File: src/hw/rtl/radix_digit_emitter_defines.svh
// Assertion macros shared by the radix digit emitter RTL.
// Included by modules that carry concurrent checks; no other dependencies.
`ifndef RADIX_DIGIT_EMITTER_DEFINES_SVH
`define RADIX_DIGIT_EMITTER_DEFINES_SVH

// Same-cycle implication, checking disabled while in reset.
`define RDE_ASSERT_IMPL(label, clk, rst_n, ante, cons) \
	label: assert property (@(posedge clk) disable iff (!rst_n) (ante) |-> (cons)) \
		else $error("radix_digit_emitter: same-cycle check failed");

// Next-cycle implication, checking disabled while in reset.
`define RDE_ASSERT_NEXT(label, clk, rst_n, ante, cons) \
	label: assert property (@(posedge clk) disable iff (!rst_n) (ante) |=> (cons)) \
		else $error("radix_digit_emitter: next-cycle check failed");

`endif

File: src/hw/rtl/rde_pkg.sv
// Shared types, constants and the digit character map of the radix digit emitter.
// No dependencies.
package rde_pkg;

	localparam int VALUE_PORT_W = 64;
	localparam int RADIX_W      = 5;
	localparam int DIGIT_W      = 4;
	localparam int CHAR_W       = 7;
	localparam int POS_W        = 6;
	localparam int COUNT_W      = 7;
	localparam int STACK_DEPTH  = 64;
	localparam int STACK_AW     = 6;
	localparam int CFG_IDX_W    = 2;
	localparam int CFG_DATA_W   = 5;

	localparam logic [CFG_IDX_W-1:0] REG_RADIX     = 2'd0;
	localparam logic [CFG_IDX_W-1:0] REG_UPPERCASE = 2'd1;

	localparam logic [RADIX_W-1:0] RADIX_MIN   = 5'd2;
	localparam logic [RADIX_W-1:0] RADIX_MAX   = 5'd16;
	localparam logic [RADIX_W-1:0] RADIX_RESET = 5'd10;

	localparam logic [CHAR_W-1:0] ASCII_ZERO    = 7'h30;
	localparam logic [CHAR_W-1:0] ASCII_LOWER_A = 7'h61;
	localparam logic [CHAR_W-1:0] ASCII_UPPER_A = 7'h41;
	localparam logic [CHAR_W-1:0] DECIMAL_SPAN  = 7'd10;

	typedef struct packed {
		logic [VALUE_PORT_W-1:0] value;
	} value_item_t;

	typedef struct packed {
		logic [CHAR_W-1:0] digit_char;
		logic [POS_W-1:0]  position;
		logic              is_last;
	} digit_item_t;

	typedef struct packed {
		logic [RADIX_W-1:0] radix;
		logic               upper;
	} job_ctl_t;

	typedef struct packed {
		logic                 we;
		logic [STACK_AW-1:0]  waddr;
		logic [DIGIT_W-1:0]   wdigit;
		logic                 done;
		logic [COUNT_W-1:0]   count;
		logic                 upper;
	} gen_emit_t;

	function automatic logic [CHAR_W-1:0] digit_to_ascii(input logic [DIGIT_W-1:0] d,
	                                                     input logic upper);
		logic [CHAR_W-1:0] dx;
		dx = CHAR_W'(d);
		if (dx < DECIMAL_SPAN)
			return ASCII_ZERO + dx;
		else if (upper)
			return ASCII_UPPER_A + dx - DECIMAL_SPAN;
		else
			return ASCII_LOWER_A + dx - DECIMAL_SPAN;
	endfunction

endpackage

File: src/hw/rtl/rde_stream_if.sv
// Valid/ready stream interface used for the value and digit channels.
// Payload type is set per instance; no other dependencies.
interface rde_stream_if #(parameter type payload_t = logic);
	logic     valid;
	logic     ready;
	payload_t payload;

	modport source (output valid, output payload, input ready);
	modport sink   (input valid, input payload, output ready);
endinterface

File: src/hw/rtl/rde_front.sv
// Front end: configuration registers, value intake, radix clamp and top-byte search.
// Depends on rde_pkg and rde_stream_if.
module rde_front #(
	parameter int VALUE_WIDTH = 64,
	parameter int NBYTES      = 8,
	parameter int TOPW        = 3
) (
	input  logic                          clk,
	input  logic                          arst_n,
	input  logic                          cfg_we,
	input  logic [rde_pkg::CFG_IDX_W-1:0] cfg_idx,
	input  logic [rde_pkg::CFG_DATA_W-1:0] cfg_wdata,
	rde_stream_if.sink                    values,
	output logic                          job_valid,
	input  logic                          job_ready,
	output logic [NBYTES*8-1:0]           job_value,
	output logic [TOPW-1:0]               job_top,
	output rde_pkg::job_ctl_t             job_ctl
);
	import rde_pkg::*;

	logic [RADIX_W-1:0] radix_q;
	logic               uppercase_q;

	always_ff @(posedge clk or negedge arst_n) begin
		if (!arst_n) begin
			radix_q     <= RADIX_RESET;
			uppercase_q <= 1'b0;
		end else if (cfg_we) begin
			unique case (cfg_idx)
				REG_RADIX:     radix_q     <= cfg_wdata[RADIX_W-1:0];
				REG_UPPERCASE: uppercase_q <= cfg_wdata[0];
				default: ;
			endcase
		end
	end

	assign job_valid    = values.valid;
	assign values.ready = job_ready;
	assign job_value    = (NBYTES*8)'(values.payload.value[VALUE_WIDTH-1:0]);

	always_comb begin
		job_top = '0;
		for (int i = 0; i < NBYTES; i++) begin
			if (job_value[i*8 +: 8] != 8'd0)
				job_top = TOPW'(i);
		end
	end

	always_comb begin
		job_ctl.upper = uppercase_q;
		if (radix_q < RADIX_MIN)
			job_ctl.radix = RADIX_MIN;
		else if (radix_q > RADIX_MAX)
			job_ctl.radix = RADIX_MAX;
		else
			job_ctl.radix = radix_q;
	end

endmodule

File: src/hw/rtl/rde_queue.sv
// Two-entry job queue between the front end and the digit generator.
// No dependencies.
module rde_queue #(
	parameter int WIDTH = 80
) (
	input  logic             clk,
	input  logic             arst_n,
	input  logic             push_valid,
	output logic             push_ready,
	input  logic [WIDTH-1:0] push_data,
	output logic             pop_valid,
	input  logic             pop_ready,
	output logic [WIDTH-1:0] pop_data
);
	logic [WIDTH-1:0] mem_q [2];
	logic             wr_ptr_q;
	logic             rd_ptr_q;
	logic [1:0]       count_q;
	logic             push;
	logic             pop;

	assign push_ready = (count_q != 2'd2);
	assign pop_valid  = (count_q != 2'd0);
	assign pop_data   = mem_q[rd_ptr_q];
	assign push       = push_valid && push_ready;
	assign pop        = pop_valid && pop_ready;

	always_ff @(posedge clk) begin
		if (push)
			mem_q[wr_ptr_q] <= push_data;
	end

	always_ff @(posedge clk or negedge arst_n) begin
		if (!arst_n) begin
			wr_ptr_q <= 1'b0;
			rd_ptr_q <= 1'b0;
			count_q  <= 2'd0;
		end else begin
			if (push)
				wr_ptr_q <= ~wr_ptr_q;
			if (pop)
				rd_ptr_q <= ~rd_ptr_q;
			if (push && !pop)
				count_q <= count_q + 2'd1;
			else if (pop && !push)
				count_q <= count_q - 2'd1;
		end
	end

endmodule

File: src/hw/rtl/rde_digit_gen.sv
// Digit generator: repeated division by the radix, one quotient byte per cycle,
// remainders pushed onto the digit stack. Depends on rde_pkg.
module rde_digit_gen #(
	parameter int NBYTES = 8,
	parameter int TOPW   = 3
) (
	input  logic                clk,
	input  logic                arst_n,
	input  logic                job_valid,
	output logic                job_ready,
	input  logic [NBYTES*8-1:0] job_value,
	input  logic [TOPW-1:0]     job_top,
	input  rde_pkg::job_ctl_t   job_ctl,
	input  logic                emit_idle,
	output rde_pkg::gen_emit_t  gen_emit
);
	import rde_pkg::*;

	typedef enum logic {
		ST_IDLE,
		ST_DIV
	} state_t;

	state_t              state_q;
	logic [NBYTES*8-1:0] quot_q;
	logic [DIGIT_W-1:0]  rem_q;
	logic [TOPW-1:0]     idx_q;
	logic [TOPW-1:0]     newtop_q;
	logic                seen_q;
	logic [COUNT_W-1:0]  n_q;
	logic [RADIX_W-1:0]  radix_q;
	logic                upper_q;
	logic                done_q;
	logic [COUNT_W-1:0]  count_q;

	logic [7:0]          cur_byte;
	logic [7:0]          qbyte;
	logic [DIGIT_W-1:0]  rem_next;
	logic                finish;
	logic                quot_zero;
	logic [TOPW-1:0]     top_next;

	// Restoring division of one byte by the radix, remainder carried in.
	always_comb begin
		logic [RADIX_W-1:0] t;
		logic [DIGIT_W-1:0] r;
		cur_byte = quot_q[idx_q*8 +: 8];
		r        = rem_q;
		qbyte    = '0;
		for (int j = 7; j >= 0; j--) begin
			t = {r, cur_byte[j]};
			if (t >= radix_q) begin
				t        = t - radix_q;
				qbyte[j] = 1'b1;
			end
			r = t[DIGIT_W-1:0];
		end
		rem_next = r;
	end

	assign finish    = (state_q == ST_DIV) && (idx_q == '0);
	assign quot_zero = !(seen_q || (qbyte != 8'd0));
	assign top_next  = (!seen_q && (qbyte != 8'd0)) ? idx_q : newtop_q;
	assign job_ready = (state_q == ST_IDLE) && emit_idle && !done_q;

	always_ff @(posedge clk or negedge arst_n) begin
		if (!arst_n) begin
			state_q  <= ST_IDLE;
			quot_q   <= '0;
			rem_q    <= '0;
			idx_q    <= '0;
			newtop_q <= '0;
			seen_q   <= 1'b0;
			n_q      <= '0;
			radix_q  <= RADIX_RESET;
			upper_q  <= 1'b0;
			done_q   <= 1'b0;
			count_q  <= '0;
		end else begin
			done_q <= 1'b0;
			unique case (state_q)
				ST_IDLE: begin
					if (job_valid && job_ready) begin
						quot_q   <= job_value;
						idx_q    <= job_top;
						rem_q    <= '0;
						newtop_q <= '0;
						seen_q   <= 1'b0;
						n_q      <= '0;
						radix_q  <= job_ctl.radix;
						upper_q  <= job_ctl.upper;
						state_q  <= ST_DIV;
					end
				end
				ST_DIV: begin
					quot_q[idx_q*8 +: 8] <= qbyte;
					if (finish) begin
						n_q      <= n_q + 1'b1;
						rem_q    <= '0;
						seen_q   <= 1'b0;
						newtop_q <= '0;
						idx_q    <= top_next;
						if (quot_zero || n_q == COUNT_W'(STACK_DEPTH - 1)) begin
							state_q <= ST_IDLE;
							done_q  <= 1'b1;
							count_q <= n_q + 1'b1;
						end
					end else begin
						rem_q <= rem_next;
						idx_q <= idx_q - 1'b1;
						if (!seen_q && qbyte != 8'd0) begin
							seen_q   <= 1'b1;
							newtop_q <= idx_q;
						end
					end
				end
				default: state_q <= ST_IDLE;
			endcase
		end
	end

	always_comb begin
		gen_emit.we     = finish;
		gen_emit.waddr  = n_q[STACK_AW-1:0];
		gen_emit.wdigit = rem_next;
		gen_emit.done   = done_q;
		gen_emit.count  = count_q;
		gen_emit.upper  = upper_q;
	end

endmodule

File: src/hw/rtl/rde_emitter.sv
// Back end: digit stack memory and emission of characters from the top of the stack.
// Depends on rde_pkg, rde_stream_if and radix_digit_emitter_defines.svh.
module rde_emitter (
	input  logic               clk,
	input  logic               arst_n,
	input  rde_pkg::gen_emit_t gen_emit,
	output logic               emit_idle,
	rde_stream_if.source       digits
);
	import rde_pkg::*;
	`include "radix_digit_emitter_defines.svh"

	logic [DIGIT_W-1:0]  stack [STACK_DEPTH];
	logic                active_q;
	logic [COUNT_W-1:0]  cnt_q;
	logic [COUNT_W-1:0]  k_q;
	logic                upper_q;
	logic                rd_s1;
	logic [POS_W-1:0]    pos_s1;
	logic                last_s1;
	logic [DIGIT_W-1:0]  rdata_s1;
	logic                out_valid_q;
	digit_item_t         out_q;

	logic                issue;
	logic                issue_last;
	logic [STACK_AW-1:0] raddr;

	assign issue      = active_q && !rd_s1 && (!out_valid_q || digits.ready);
	assign issue_last = (k_q + 1'b1 == cnt_q);
	assign raddr      = STACK_AW'(cnt_q - 1'b1 - k_q);
	assign emit_idle  = !active_q && !rd_s1;

	always_ff @(posedge clk) begin
		if (gen_emit.we)
			stack[gen_emit.waddr] <= gen_emit.wdigit;
		if (issue)
			rdata_s1 <= stack[raddr];
	end

	always_ff @(posedge clk) begin
		if (issue) begin
			pos_s1  <= k_q[POS_W-1:0];
			last_s1 <= issue_last;
		end
		if (rd_s1)
			out_q <= '{digit_char: digit_to_ascii(rdata_s1, upper_q),
			           position:   pos_s1,
			           is_last:    last_s1};
	end

	always_ff @(posedge clk or negedge arst_n) begin
		if (!arst_n) begin
			active_q    <= 1'b0;
			cnt_q       <= '0;
			k_q         <= '0;
			upper_q     <= 1'b0;
			rd_s1       <= 1'b0;
			out_valid_q <= 1'b0;
		end else begin
			rd_s1 <= issue;
			if (gen_emit.done) begin
				active_q <= 1'b1;
				cnt_q    <= gen_emit.count;
				k_q      <= '0;
				upper_q  <= gen_emit.upper;
			end else if (issue) begin
				k_q <= k_q + 1'b1;
				if (issue_last)
					active_q <= 1'b0;
			end
			if (rd_s1)
				out_valid_q <= 1'b1;
			else if (digits.ready)
				out_valid_q <= 1'b0;
		end
	end

	assign digits.valid   = out_valid_q;
	assign digits.payload = out_q;

	`RDE_ASSERT_IMPL(a_land_slot_free, clk, arst_n, rd_s1, !out_valid_q)
	`RDE_ASSERT_IMPL(a_no_write_live, clk, arst_n, gen_emit.we, !active_q && !rd_s1)
	`RDE_ASSERT_IMPL(a_done_when_idle, clk, arst_n, gen_emit.done,
		!active_q && !rd_s1 && gen_emit.count != '0)
	`RDE_ASSERT_NEXT(a_last_read_ends, clk, arst_n, issue && issue_last, !active_q && rd_s1)

endmodule

File: src/hw/rtl/radix_digit_emitter.sv
// Radix digit emitter: a value becomes its digits in radix 2..16, most significant first.
// The queue registers each value for the generator, which divides byte-serially from the top
// non-zero byte down for each digit; the emitter reads each digit into a read stage, then into
// the output register, and issues no new read while one is in the read stage.
// Throughput: one value per run of division plus emission; the byte-serial divider sets it,
// and values wait for an idle emitter. A two-entry queue holds further values meanwhile.
// Reset (arst_n, asynchronous): control cleared, radix 10, lowercase; digit stack not cleared.
module radix_digit_emitter #(
	parameter int VALUE_WIDTH = 64
) (
	input  logic                           clk,
	input  logic                           arst_n,
	input  logic                           cfg_we,
	input  logic [rde_pkg::CFG_IDX_W-1:0]  cfg_idx,
	input  logic [rde_pkg::CFG_DATA_W-1:0] cfg_wdata,
	rde_stream_if.sink                     values,
	rde_stream_if.source                   digits
);
	import rde_pkg::*;

	localparam int NBYTES = (VALUE_WIDTH + 7) / 8;
	localparam int QW     = NBYTES * 8;
	localparam int TOPW   = (NBYTES > 1) ? $clog2(NBYTES) : 1;
	localparam int CTLW   = $bits(job_ctl_t);
	localparam int QDW    = QW + TOPW + CTLW;

	logic            f_valid;
	logic            f_ready;
	logic [QW-1:0]   f_value;
	logic [TOPW-1:0] f_top;
	job_ctl_t        f_ctl;

	logic            q_valid;
	logic            q_ready;
	logic [QDW-1:0]  q_data;

	logic            emit_idle;
	gen_emit_t       gen_emit;

	rde_front #(
		.VALUE_WIDTH (VALUE_WIDTH),
		.NBYTES      (NBYTES),
		.TOPW        (TOPW)
	) u_front (
		.clk       (clk),
		.arst_n    (arst_n),
		.cfg_we    (cfg_we),
		.cfg_idx   (cfg_idx),
		.cfg_wdata (cfg_wdata),
		.values    (values),
		.job_valid (f_valid),
		.job_ready (f_ready),
		.job_value (f_value),
		.job_top   (f_top),
		.job_ctl   (f_ctl)
	);

	rde_queue #(
		.WIDTH (QDW)
	) u_queue (
		.clk        (clk),
		.arst_n     (arst_n),
		.push_valid (f_valid),
		.push_ready (f_ready),
		.push_data  ({f_value, f_top, f_ctl}),
		.pop_valid  (q_valid),
		.pop_ready  (q_ready),
		.pop_data   (q_data)
	);

	rde_digit_gen #(
		.NBYTES (NBYTES),
		.TOPW   (TOPW)
	) u_gen (
		.clk       (clk),
		.arst_n    (arst_n),
		.job_valid (q_valid),
		.job_ready (q_ready),
		.job_value (q_data[QDW-1 -: QW]),
		.job_top   (q_data[CTLW +: TOPW]),
		.job_ctl   (q_data[CTLW-1:0]),
		.emit_idle (emit_idle),
		.gen_emit  (gen_emit)
	);

	rde_emitter u_emit (
		.clk       (clk),
		.arst_n    (arst_n),
		.gen_emit  (gen_emit),
		.emit_idle (emit_idle),
		.digits    (digits)
	);

endmodule

File: src/flat_wrapper.sv
// flat-port wrapper written by rule: the top's interface ports become plain ports
module radix_digit_emitter_flat import rde_pkg::*;
#(
	parameter int VALUE_WIDTH = 64
)
  (clk, arst_n, cfg_we, cfg_idx, cfg_wdata, values_valid, values_payload, values_ready, digits_valid, digits_payload, digits_ready);
  rde_stream_if #(.payload_t(value_item_t)) values_i ();
  rde_stream_if #(.payload_t(digit_item_t)) digits_i ();
  input  logic clk;
  input  logic arst_n;
  input  logic cfg_we;
  input  logic [rde_pkg::CFG_IDX_W-1:0] cfg_idx;
  input  logic [rde_pkg::CFG_DATA_W-1:0] cfg_wdata;
  input wire logic [$bits(values_i.valid)-1:0] values_valid;
  input wire logic [$bits(values_i.payload)-1:0] values_payload;
  output wire logic [$bits(values_i.ready)-1:0] values_ready;
  output wire logic [$bits(digits_i.valid)-1:0] digits_valid;
  output wire logic [$bits(digits_i.payload)-1:0] digits_payload;
  input wire logic [$bits(digits_i.ready)-1:0] digits_ready;
  assign values_i.valid = values_valid;
  assign values_i.payload = values_payload;
  assign values_ready = values_i.ready;
  assign digits_valid = digits_i.valid;
  assign digits_payload = digits_i.payload;
  assign digits_i.ready = digits_ready;
  radix_digit_emitter #(.VALUE_WIDTH(VALUE_WIDTH)) u_core (.clk(clk), .arst_n(arst_n), .cfg_we(cfg_we), .cfg_idx(cfg_idx), .cfg_wdata(cfg_wdata), .values(values_i), .digits(digits_i));
endmodule
File: config.mk
export PLATFORM = sky130hd
export DESIGN_NAME = radix_digit_emitter_flat
export DESIGN_NICKNAME = d
export VERILOG_FILES = /design/src/hw/rtl/rde_pkg.sv /design/src/hw/rtl/rde_stream_if.sv /design/src/hw/rtl/rde_front.sv /design/src/hw/rtl/rde_queue.sv /design/src/hw/rtl/rde_digit_gen.sv /design/src/hw/rtl/rde_emitter.sv /design/src/hw/rtl/radix_digit_emitter.sv /design/src/flat_wrapper.sv
export VERILOG_INCLUDE_DIRS = /design/src /design/src/hw/rtl
export SDC_FILE = /design/constraint.sdc
export NUM_CORES = 1
export LEC_CHECK = 0
export BUFFER_PORTS_ARGS = -buffer_cell sky130_fd_sc_hd__buf_2
export CELL_PAD_IN_SITES_DETAIL_PLACEMENT = 0
export CELL_PAD_IN_SITES_GLOBAL_PLACEMENT = 2
export CORE_MARGIN = 2
export CORE_UTILIZATION = 35
export CTS_CLUSTER_DIAMETER = 30
export DETAILED_ROUTE_END_ITERATION = 12
export GPL_ROUTABILITY_DRIVEN = 0
export PLACE_DENSITY_LB_ADDON = 0.1
export SLEW_MARGIN = 20
export SYNTH_ARGS = -nofsm -noshare
export SYNTH_HDL_FRONTEND = slang
export SYNTH_SLANG_ARGS = --single-unit
export TNS_END_PERCENT = 1
File: constraint.sdc
create_clock -name clk -period 16.17 [get_ports clk]
set_clock_uncertainty 0.15 [all_clocks]
set_input_delay 3.234 -clock clk [delete_from_list [all_inputs] [get_ports clk]]
set_output_delay 3.234 -clock clk [all_outputs]
set_load 0.01 [all_outputs]
---- Word-level counts from Yosys, hierarchy flattened ----
Memory sizes are Yosys's and may differ from the RTL's. A register that Yosys moved wholly into a read port is not among the register bits.
Index checks and enable logic that the tools add are counted.
storage, ports and cells
  register bits ........................... 146
  bits in writable memories ............... 402
  ROM bits ................................ 0
  memories ................................ 2
  input port bits ......................... 76
  latch bits .............................. 0
  logic and storage cells ................. 185
operators by class
  bitwise gates (word level) .............. 3
  equality and inequality tests ........... 7
  shift-type cells ........................ 3
  div/mod/pow operators ................... 0
  mux-type cells .......................... 67
  $lt $le $gt $ge ......................... 11
  reductions and logical operators ........ 44
  $add $sub $neg .......................... 21
  multiply operators ...................... 0
memories
  memory                words  width  rd ports  clocked after memory_dff  write ports  RTL line           RTL
  u_core.u_emit.stack   64     4      1         1                         1            rde_emitter.sv:13  logic [DIGIT_W-1:0] stack [STACK_DEPTH];
  u_core.u_queue.mem_q  2      73     1         0                         1            rde_queue.sv:15    logic [WIDTH-1:0] mem_q [2];
operator list
  kind                                                                     number
  64-bit one-hot mux with 2 select lines                                   1
  64-bit bitwise mux                                                       1
  64-bit 2-to-1 mux                                                        1
  8-bit nonzero test                                                       8
  8-bit by 34-bit variable shift with 64-bit output, first input constant  1
  64-bit by 7-bit variable part select with 8-bit output                   1
  8-bit by 34-bit variable part select with 64-bit output                  1
  7-bit 2-to-1 mux                                                         6
  5-bit greater-or-equal comparator                                        8
  4-bit 2-to-1 mux                                                         10
  6-bit negation with 34-bit output                                        1
  3-bit 2-to-1 mux                                                         11
  4-bit subtractor                                                         8
  1-bit 2-to-1 mux                                                         27
  7-bit by 1-bit adder with 7-bit output, second input constant            2
  7-bit one-hot mux with 2 select lines                                    1
  7-bit by 4-bit subtractor with 7-bit output, second input constant       2
  3-bit one-hot mux with 2 select lines                                    2
  2-bit AND reduction                                                      6
  1-bit logical AND                                                        11
  5-bit 2-to-1 mux                                                         2
  2-bit nonzero test                                                       5
  1-bit zero test                                                          8
  4-bit one-hot mux with 2 select lines                                    1
  other kinds (24)                                                         31

---- Logic depth before layout (Yosys ltp) ----
Gate-level depths: netlist of run 1.
  word-level depth ........................ 24
  mapped depth ............................ 59
  gate-level depth less buffers ........... 54

---- By module ----
Synthesis of run 1 repeated with hierarchy kept, for this count alone.
second synthesis, totals
  cells, all modules ...................... 1758
  area, all modules ....................... 25633.3 um^2
modules (own cells, without submodules)
  module         seq. area each (um^2)  instances  cells each  area an instance (um^2)
  rde_emitter    8888.5                 1          687         12208.0
  rde_digit_gen  2429.8                 1          707         6774.0
  rde_queue      4484.3                 1          245         5709.2
  rde_front      152.6                  1          119         942.2

---- Worst setup path after synthesis of run 1 ----
No wires, ideal clock.
  kind .................................... reg2reg
  from .................................... register u_core.u_gen.idx_q[1]
  to ...................................... memory u_core.u_emit.stack[0][3], data pin
  arrival time ............................ 13.345 ns
  library setup time ...................... 0.702 ns
  data required time ...................... 15.318 ns
  path slack .............................. 1.973 ns
  clock period less this slack ............ 14.197 ns
  cell stages (with the launch flop) ...... 56
  path through ............................ dfrtp_1 buf_4 buf_2 mux4_2 mux2i_1 ha_1 nand2b_1 a31oi_1 o21ai_0 clkbuf_1 mux2_2 inv_1 ha_1 a21o_1 a31oi_1 o21a_1 mux2_2 inv_1 [... 20 more ...] a21oi_1 ha_1 a21oi_1 a21boi_1 a311oi_4 mux2i_1 ha_1 a21o_1 a31oi_1 o21a_1 nor2_1 a21o_1 ha_1 a21o_1 a31oi_1 o21ai_1 clkbuf_1 o21ai_0
RTL lines
  what                    RTL line              RTL
  from (decl)             rde_digit_gen.sv:27   logic [TOPW-1:0] idx_q;
  from (signal assigned)  rde_digit_gen.sv:85   idx_q <= job_top;
  from (signal assigned)  rde_digit_gen.sv:102  idx_q <= top_next;
  from (signal assigned)  rde_digit_gen.sv:110  idx_q <= idx_q - 1'b1;
  to (decl)               rde_emitter.sv:13

==> impl_metrics.tcl, run 1 <==
set metrics [dict create \
    cts-resized-gates 0 \
    dr.pass1.iters 5 \
    synth_area_per_cell_um2 15.0 \
    rows 97 \
    worstSetupEndpointType "flop" \
    grt_max_degree 73 \
    htreeDepth 4 \
    core_area_um2 69800 \
    synth_cell_types 66 \
    fin_crit_sh_pct 87.3 \
    grt_pass1_vias 15300 \
    status "finished, final reports clean" \
    io_pins 92 \
    worstSetupPathType "flop to flop" \
    cts_setup_buffers 0 \
    path_max_fanout 40 \
    r2r_setup_slack_ns 2.06 \
    synthTopCellsByArea "edfxtp_1 52%, dfrtp_1 12%, mux4_2 8.8%" \
    grtUsageTotal_pct 18.7 \
    wirelength_um 65300 \
    drt-vias-per-instance 5.12 \
    crit_arrival_ns 14.41 \
    slew_headroom_pct 34.6 \
    clockRootBuffer "clkbuf_16" \
    crit_slowest_cell "dfstp_2" \
    yosysWarnings 0 \
    final-setup-viol-count 0 \
    clkTransAtPathRegs_ns 0.04 \
    drv_cap 0 \
    synth_largest_area_cell "edfxtp_1" \
    hold_class "flop to flop" \
    nNetsFinal 1935 \
    overflow 0 \
    synth_commonest_cells "427 x edfxtp_1, 121 x dfrtp_1, 116 x nor2_1" \
    cp_data_required_time_ns 16.47 \
    cp_slowest_stage_delay_ns 0.81 \
    cts_hold_buf 0 \
    hold_violations 0 \
    synth_edf_count 427 \
    tns_ns 0 \
    clockBufferDepth 3 \
    crit_top_cell "ha_1" \
    initial_core_util_pct 35.2 \
    die_width_um 269 \
    place_hpwl_um 43700 \
    synthArstFlopShare_pct 22.6 \
    grt_pass1_wl_um 98700 \
    drt-initial-drc-count 852 \
    cts.sinks 552 \
    netlist.area_leader.share_pct 52.2 \
    die_h_um 269 \
    synthCells 1634 \
    synth_most_common_cell "edfxtp_1" \
    antenna_left 0 \
    antenna_found_initial 1 \
    syn-num-nets 1773 \
    wl_per_cell_um 23.0 \
    drv_slew 0 \
    dieArea_um2 72300 \
    rsz0062_at_grt "false" \
    antenna_cells 0 \
    fmax_ghz 0.0709 \
    cp-start-kind "flop" \
    synth-seq-cells 552 \
    timing.final.crit_period_ns 14.11 \
    drive_gt1_share_pct 25.5 \
    cts_tree "built" \
    drc 0 \
    synth_area_um2 24600 \
    vias 14600 \
    ys.flop_type "edfxtp_1" \
    port_buffers 91 \
    cts_buffers 135 \
    tightest_slew_ns 0.982 \
    yosysSeqAreaShare_pct 65.0 \
    clk_latency_ns 0.70 \
    synthToLayoutAreaGrowth_pct 24.7 \
]
-- layer usage --
layer / wire, um / GRT usage (%)
met1: 28300 / 24.2
met2: 32300 / 30.7
met3: 3000 / 4.41
met4: 1740 / 6.83
met5: 0 / 0
-- area by class of cell --
cell class / instances / area, um^2
well taps: 940 / 1180
flip-flops and latches: 552 / 16000
clock buffers: 164 / 3630
inverters: 45 / 169
fillers: 6282 / 39200
multi-input cells: 951 / 8170
clock inverters: 83 / 912
repair buffers: 111 / 612
-- cells by family after synthesis --
| logic type | share of synthesized area (%) |
|---|---|
| flip-flops | 65.0 |
| buffers and inverters | 2.12 |
| multiplexers | 14.4 |
| AO/OA/AOI/OAI | 6.25 |
| AND/OR/NAND/NOR | 6.97 |
| XOR/XNOR | 1.82 |
| adder cells (fa/ha/maj) | 3.48 |
-- per-stage QoR --
stage | instance area [um^2] | util (%) | setup WS (ns) | hold slack [ns] | cells
6_report | 30600 | 43.9 | 2.06 | 0.266 | 2846
3_5_place_dp | 26100 | 37.4 | 1.89 | 0.258 | 2599
4_1_cts | 30600 | 43.9 | 1.87 | 0.268 | 2846
5_1_grt | 30600 | 43.9 | 0.871 | 0.269 | 2846
2_1_floorplan | 24600 | - | 1.97 | 0.250 | 1634
3_3_place_gp | 26100 | 37.4 | 1.88 | 0.256 | 2599
-- final timing paths --
kind / depth (start not counted) / startpoint / endpoint
worst max-delay path: 47 / u_core.u_gen.radix_q[1]$_DFFE_PN1P_ / u_core.u_emit.stack[25][0]$_DFFE_PP_
worst min-delay path: 0 / u_core.u_emit.pos_s1[0]$_DFFE_PP_ / u_core.u_emit.digits.payload[1]$_DFFE_PP_
worst max register to register: 47 / u_core.u_gen.radix_q[1]$_DFFE_PN1P_ / u_core.u_emit.stack[25][0]$_DFFE_PP_
worst min register to register: 0 / u_core.u_emit.pos_s1[0]$_DFFE_PP_ / u_core.u_emit.digits.payload[1]$_DFFE_PP_
max in group asynchronous: 2 / arst_n / u_core.u_queue.rd_ptr_q$_DFFE_PN0P_
min in group asynchronous: 1 / arst_n / u_core.u_emit.upper_q$_DFFE_PN0P_
-- flip-flops by register name, indices dropped and copies added (netlist names), 2 cells and up --
signal / cells
u_core.u_emit.k_q: 7
u_core.u_front.radix_q: 5
u_core.u_gen.newtop_q: 3
u_core.u_gen.idx_q: 3
u_core.u_emit.stack: 256
u_core.u_gen.n_q: 7
u_core.u_emit.cnt_q: 7
u_core.u_gen.quot_q: 64
u_core.u_queue.mem_q: 146
u_core.u_gen.rem_q: 4
u_core.u_queue.count_q: 2
u_core.u_emit.digits.payload: 14
u_core.u_emit.rdata_s1: 4
u_core.u_gen.count_q: 7
u_core.u_gen.radix_q: 5
u_core.u_emit.pos_s1: 6
-- cells in the final DEF (no fill, tap or decap), types with 30 or more instances in the layout --
cell type and instances:
edfxtp_1 427, nor2_1 115, a21oi_1 97, xnor2_1 36, clkbuf_16 138, ha_1 53, nand2_1 69, mux2_2 30
inv_1 41, mux2i_1 100, buf_2 90, o21ai_0 68, mux4_2 96, dfrtp_1 119, nor3_1 62
-- critical path, delay by kind of cell, from the launching register on --
family                   cells  cell delay, ns
flip-flops                   1            0.81
buffers and inverters        5            1.31
adder cells (fa/ha/maj)      8            2.72
AO/OA/AOI/OAI               26            6.87
AND/OR/NAND/NOR              4            0.45
multiplexers                 4            1.55
Power of run 1 is not shown: default switching activity piles up to over one toggle a cycle in this logic, so the estimate is an artifact.
==> inputs of run 2 (changes only) <==
==> constraint.sdc (replaced) <==
create_clock -name clk -period 11.4 [get_ports clk]
set_clock_uncertainty 0.15 [all_clocks]
set_input_delay 2.28 -clock clk [delete_from_list [all_inputs] [get_ports clk]]
set_output_delay 2.28 -clock clk [all_outputs]
set_load 0.01 [all_outputs]
==> run 2 against run 1 <==
  * Critical path depth grew 1
  * Critical endpoint is now u_core.u_gen.count_q[3]$_DFFE_PN0P_
  * Worst setup slack worse by 1.6 ns
  * Sequential share of layout area is 0.89 points lower
  * Sequential cell count unchanged
  * Hold slack better by 0.0016 ns
  * Wire length down 0.75%
  * Count of clock-buffer cells in the layout shrank 26
  * Global-route usage down 0.43 points
  * Final area rose by 1.8%
==> impl_metrics.tcl, run 2 (synthesis results as in run 1) <==
set metrics [dict create \
    ff2ff_path_depth 48 \
    fmax_ghz 0.0911 \
    endpoint "u_core.u_gen.count_q[3]$_DFFE_PN0P_" \
    cts_buffers 120 \
    hold_class "flop to flop" \
    overflow 0 \
    slew_headroom_pct 29.0 \
    cp-start-kind "flop" \
    clockBufferDepth 3 \
    rsz0062_at_grt "true" \
    worstSetupEndpointType "flop" \
    antenna_cells 0 \
    timing.final.crit_period_ns 10.97 \
    dr.pass1.iters 5 \
    dp_cells 2643 \
    path_max_fanout 5 \
    cp_slowest_stage_delay_ns 0.55 \
    grt_max_degree 94 \
    final_cells 2899 \
    tns_ns 0 \
    vias 14700 \
    port_buffers 91 \
    wirelength_um 64900 \
    dieArea_um2 72300 \
    status "finished, final reports clean" \
    final.setup.worst_slack_ns 0.426 \
    final_cell_mix "427 x edfxtp_1, 123 x clkbuf_16, 118 x dfrtp_1" \
    io_pins 92 \
    die_width_um 269 \
    place_hpwl_um 43000 \
    nNetsFinal 1992 \
    final_common_cell "edfxtp_1" \
    hold_violations 0 \
    drc 0 \
    initial_core_util_pct 35.2 \
    crit_arrival_ns 11.36 \
    drive_gt1_share_pct 30.2 \
    grt_pass1_wl_um 98000 \
    core_area_um2 69800 \
    crit_top_cell "ha_1" \
    cts.sinks 552 \
    rows 97 \
    drt-vias-per-instance 5.06 \
    pre_cts_ws_ns -0.333 \
    crit_slowest_cell "mux4_2" \
    cts_tree "built" \
    cp_data_required_time_ns 11.79 \
    drv_slew 0 \
    antenna_found_initial 0 \
    grtUsageTotal_pct 18.3 \
    fin_crit_sh_pct 96.3 \
    htreeDepth 3 \
    r2r-start "u_core.u_gen.idx_q[0]$_DFFE_PN0P_" \
    final-setup-viol-count 0 \
    cts_hold_buf 0 \
    top_regs "u_core.u_emit.stack x256, u_core.u_queue.mem_q x146, u_core.u_gen.quot_q x64" \
    drv_cap 0 \
    grt_pass1_vias 15400 \
    tightest_slew_ns 1.07 \
    largest_register_ffs 256 \
    startpoint "u_core.u_gen.idx_q[0]$_DFFE_PN0P_" \
    wl_per_cell_um 22.4 \
    clk_latency_ns 0.65 \
    regToRegEndpoint "u_core.u_gen.count_q[3]$_DFFE_PN0P_" \
    worstSetupPathType "flop to flop" \
    regMostFlops "u_core.u_emit.stack" \
    drt-initial-drc-count 936 \
    die_h_um 269 \
    antenna_left 0 \
    r2r_setup_slack_ns 0.43 \
    synthToLayoutAreaGrowth_pct 26.9 \
    clockRootBuffer "clkbuf_16" \
    clkTransAtPathRegs_ns 0.05 \
]
## run 2: worst max-delay path, delay by kind of cell, from the launching register on
kind | cells | cell delay (ns)
compound gates | 19 | 3.66
fa+ha+maj | 9 | 2.64
buf+inv | 6 | 0.64
flops | 1 | 0.40
mux | 8 | 2.45
simple gates | 6 | 0.87
## run 2: worst min path at each step
stage,from,depth (start not counted),slack (ns),end
6_report,u_core.u_emit.pos_s1[0]$_DFFE_PP_,0,0.27,u_core.u_emit.digits.payload[1]$_DFFE_PP_
2_1_floorplan,u_core.u_emit.last_s1$_DFFE_PP_,0,0.25,u_core.u_emit.digits.payload[0]$_DFFE_PP_
5_1_grt,u_core.u_emit.pos_s1[0]$_DFFE_PP_,0,0.27,u_core.u_emit.digits.payload[1]$_DFFE_PP_
3_5_place_dp,u_core.u_emit.pos_s1[1]$_DFFE_PP_,0,0.26,u_core.u_emit.digits.payload[2]$_DFFE_PP_
4_1_cts,u_core.u_emit.pos_s1[1]$_DFFE_PP_,0,0.27,u_core.u_emit.digits.payload[2]$_DFFE_PP_
3_3_place_gp,u_core.u_emit.pos_s1[4]$_DFFE_PP_,0,0.25,u_core.u_emit.digits.payload[5]$_DFFE_PP_
## run 2: timing repair
| item | in CTS | in global routing |
|---|---|---|
| setup buffers | 19 | 8 |
| pin swaps | 23 | 30 |
| setup endpoints to repair | 267 | 284 |
| cloned | 0 | 1 |
| resized for setup | 10 | 35 |
## run 2: routing by layer
metal / share of wire (%) / GRT usage [%] / vias up / wire [um]
met5: 0 / 0 / - / 0
met1: 43 / 23.3 / 7505 / 28000
li1: - / - / 6783 / -
met2: 50 / 31.1 / 300 / 32600
met4: 2.0 / 5.68 / 0 / 1270
met3: 4.7 / 3.97 / 91 / 3050
## run 2: cell type report
class,instances,area [um^2]
Clock buffer,138,3150
Clock inverter,90,1010
Fill cell,6236,38600
Inverter,45,169
Multi-Input combinational cell,951,8430
Sequential cell,552,16000
Tap cell,940,1180
Timing Repair Buffer,183,1270
## run 2: metrics by stage
step	area (um^2)	hold slack [ns]	util (%)
detailed placement	26500	0.258	38.0
global route	31200	0.273	44.7
CTS	30900	0.270	44.3
global placement	26500	0.255	38.0
finish	31200	0.267	44.7
floorplan	24700	0.250	-
Power of run 2 is left out for the same reason.
==> inputs of run 3 (changes only) <==
--- a/config.mk
+++ b/config.mk
@@ -11,6 +11,7 @@
 export CELL_PAD_IN_SITES_GLOBAL_PLACEMENT = 2
 export CORE_MARGIN = 2
 export CORE_UTILIZATION = 35
+export CTS_BUF_LIST = sky130_fd_sc_hd__clkbuf_8
 export CTS_CLUSTER_DIAMETER = 30
 export DETAILED_ROUTE_END_ITERATION = 12
 export GPL_ROUTABILITY_DRIVEN = 0
==> run 3 against run 2 <==
  * Wire length rose by 0.31%
  * Global-route usage increased by 0.20 points
  * Via count rose by 0.28%
  * Highest routed layer unchanged
==> impl_metrics.tcl, run 3 (synthesis results as in run 1) <==
set metrics [dict create \
    crit_slowest_cell "mux4_2" \
    die_width_um 269 \
    path_max_fanout 6 \
    dr.pass1.iters 5 \
    grt_max_degree 94 \
    final_area_um2 29800 \
    hold_start "u_core.u_emit.pos_s1[0]$_DFFE_PP_" \
    drv_cap 0 \
    final_common_cell "edfxtp_1" \
    wirelength_um 65100 \
    drc 0 \
    rsz0062_at_grt "true" \
    status "finished, final reports clean" \
    antenna_left 0 \
    cp-start-kind "flop" \
    cp_slowest_stage_delay_ns 0.55 \
    wl_per_cell_um 22.3 \
    clockBufferDepth 3 \
    regMostFlops "u_core.u_emit.stack" \
    cp_top_family "compound AO/OA/AOI/OAI gates" \
    overflow 0 \
    grtUsageTotal_pct 18.5 \
    rows 97 \
    cts_buffers 130 \
    htreeDepth 4 \
    grt_pass1_wl_um 98000 \
    final.setup.worst_slack_ns 0.390 \
    top_regs "u_core.u_emit.stack x256, u_core.u_queue.mem_q x146, u_core.u_gen.quot_q x64" \
    post_dp_cell_area_um2 26500 \
    core_area_um2 69800 \
    cp_data_required_time_ns 11.88 \
    nNetsFinal 2002 \
    drv_slew 0 \
    drive_gt1_share_pct 29.9 \
    fin_hold_ws_ns 0.269 \
    grt_pass1_vias 15500 \
    die_h_um 269 \
    hold_violations 0 \
    clk_latency_ns 0.78 \
    dieArea_um2 72300 \
    final-setup-viol-count 0 \
    drt-initial-drc-count 868 \
    crit_arrival_ns 11.49 \
    clockRootBuffer "clkbuf_8" \
    final_cell_mix "427 x edfxtp_1, 139 x clkbuf_8, 118 x dfrtp_1" \
    synthToLayoutAreaGrowth_pct 21.3 \
    cts.sinks 552 \
    largest_register_ffs 256 \
    startpoint "u_core.u_gen.idx_q[0]$_DFFE_PN0P_" \
    place_hpwl_um 43000 \
    worstSetupPathType "flop to flop" \
    r2r-start "u_core.u_gen.idx_q[0]$_DFFE_PN0P_" \
    timing.final.crit_period_ns 11.01 \
    worst-path-buf-inv 6 \
    io_pins 92 \
    antenna_found_initial 1 \
    crit_top_cell "a21o_1" \
    initial_core_util_pct 35.2 \
    vias 14700 \
    fmax_ghz 0.0908 \
    cts_tree "built" \
    slew_headroom_pct 29.1 \
    port_buffers 91 \
    worstSetupEndpointType "flop" \
    cts_hold_buf 0 \
    drt-vias-per-instance 5.05 \
    pre_cts_ws_ns -0.333 \
    fin_crit_sh_pct 96.6 \
    clkTransAtPathRegs_ns 0.05 \
    tightest_slew_ns 1.06 \
    hold_class "flop to flop" \
]
## run 3: cell count changes in the layout (fill, tap and decap cells not counted), sizes merged
cell,before,now
inv,50,72
clkinvlp,22,13
bufinv,17,13
diode,0,2
clkbuf,139,140
clkinv,46,47
## run 3: area by class of cell
type                       count  area [um^2]
multi-input combinational    951         8460
fill                        6412        40000
tap                          940         1180
antenna                        2         5.00
clock inverter               100          858
sequential                   552        16000
inverter                      45          171
timing repair buffer         183         1260
clock buffer                 139         1910
## run 3: routing by layer
layer	wire length (um)	GRT usage, %	up-vias
met2	32700	31.0	336
met5	0	0	-
met3	3340	4.85	104
met1	27400	23.0	7483
li1	-	-	6797
met4	1560	6.52	0
## run 3: what timing repair did
item	in CTS	in global routing
setup endpoints to repair	267	284
cloned	0	1
gates resized for setup	6	43
pin swaps	13	36
buffers inserted	14	13
## run 3: through the flow
step / cells / setup TNS, ns / utilization [%]
floorplan: 1634 / 0 / -
global placement: 2643 / -0.0892 / 38.0
detailed placement: 2643 / -25.12 / 38.0
CTS: 2896 / 0 / 42.2
global route: 2912 / -4.81 / 42.7
finish: 2912 / 0 / 42.7
## run 3: worst paths after layout
kind / to / slack [ns] / cells after the start
setup / recovery: u_core.u_gen.count_q[3]$_DFFE_PN0P_ / 0.39 / 56
hold / removal: u_core.u_emit.digits.payload[1]$_DFFE_PP_ / 0.27 / 0
setup reg to reg: u_core.u_gen.count_q[3]$_DFFE_PN0P_ / 0.39 / 56
hold reg to reg: u_core.u_emit.digits.payload[1]$_DFFE_PP_ / 0.27 / 0
max in group asynchronous: u_core.u_queue.rd_ptr_q$_DFFE_PN0P_ / 8.38 / 2
min in group asynchronous: u_core.u_emit.k_q[2]$_DFFE_PN0P_ / 1.35 / 1
Power of run 3 is left out for the same reason.
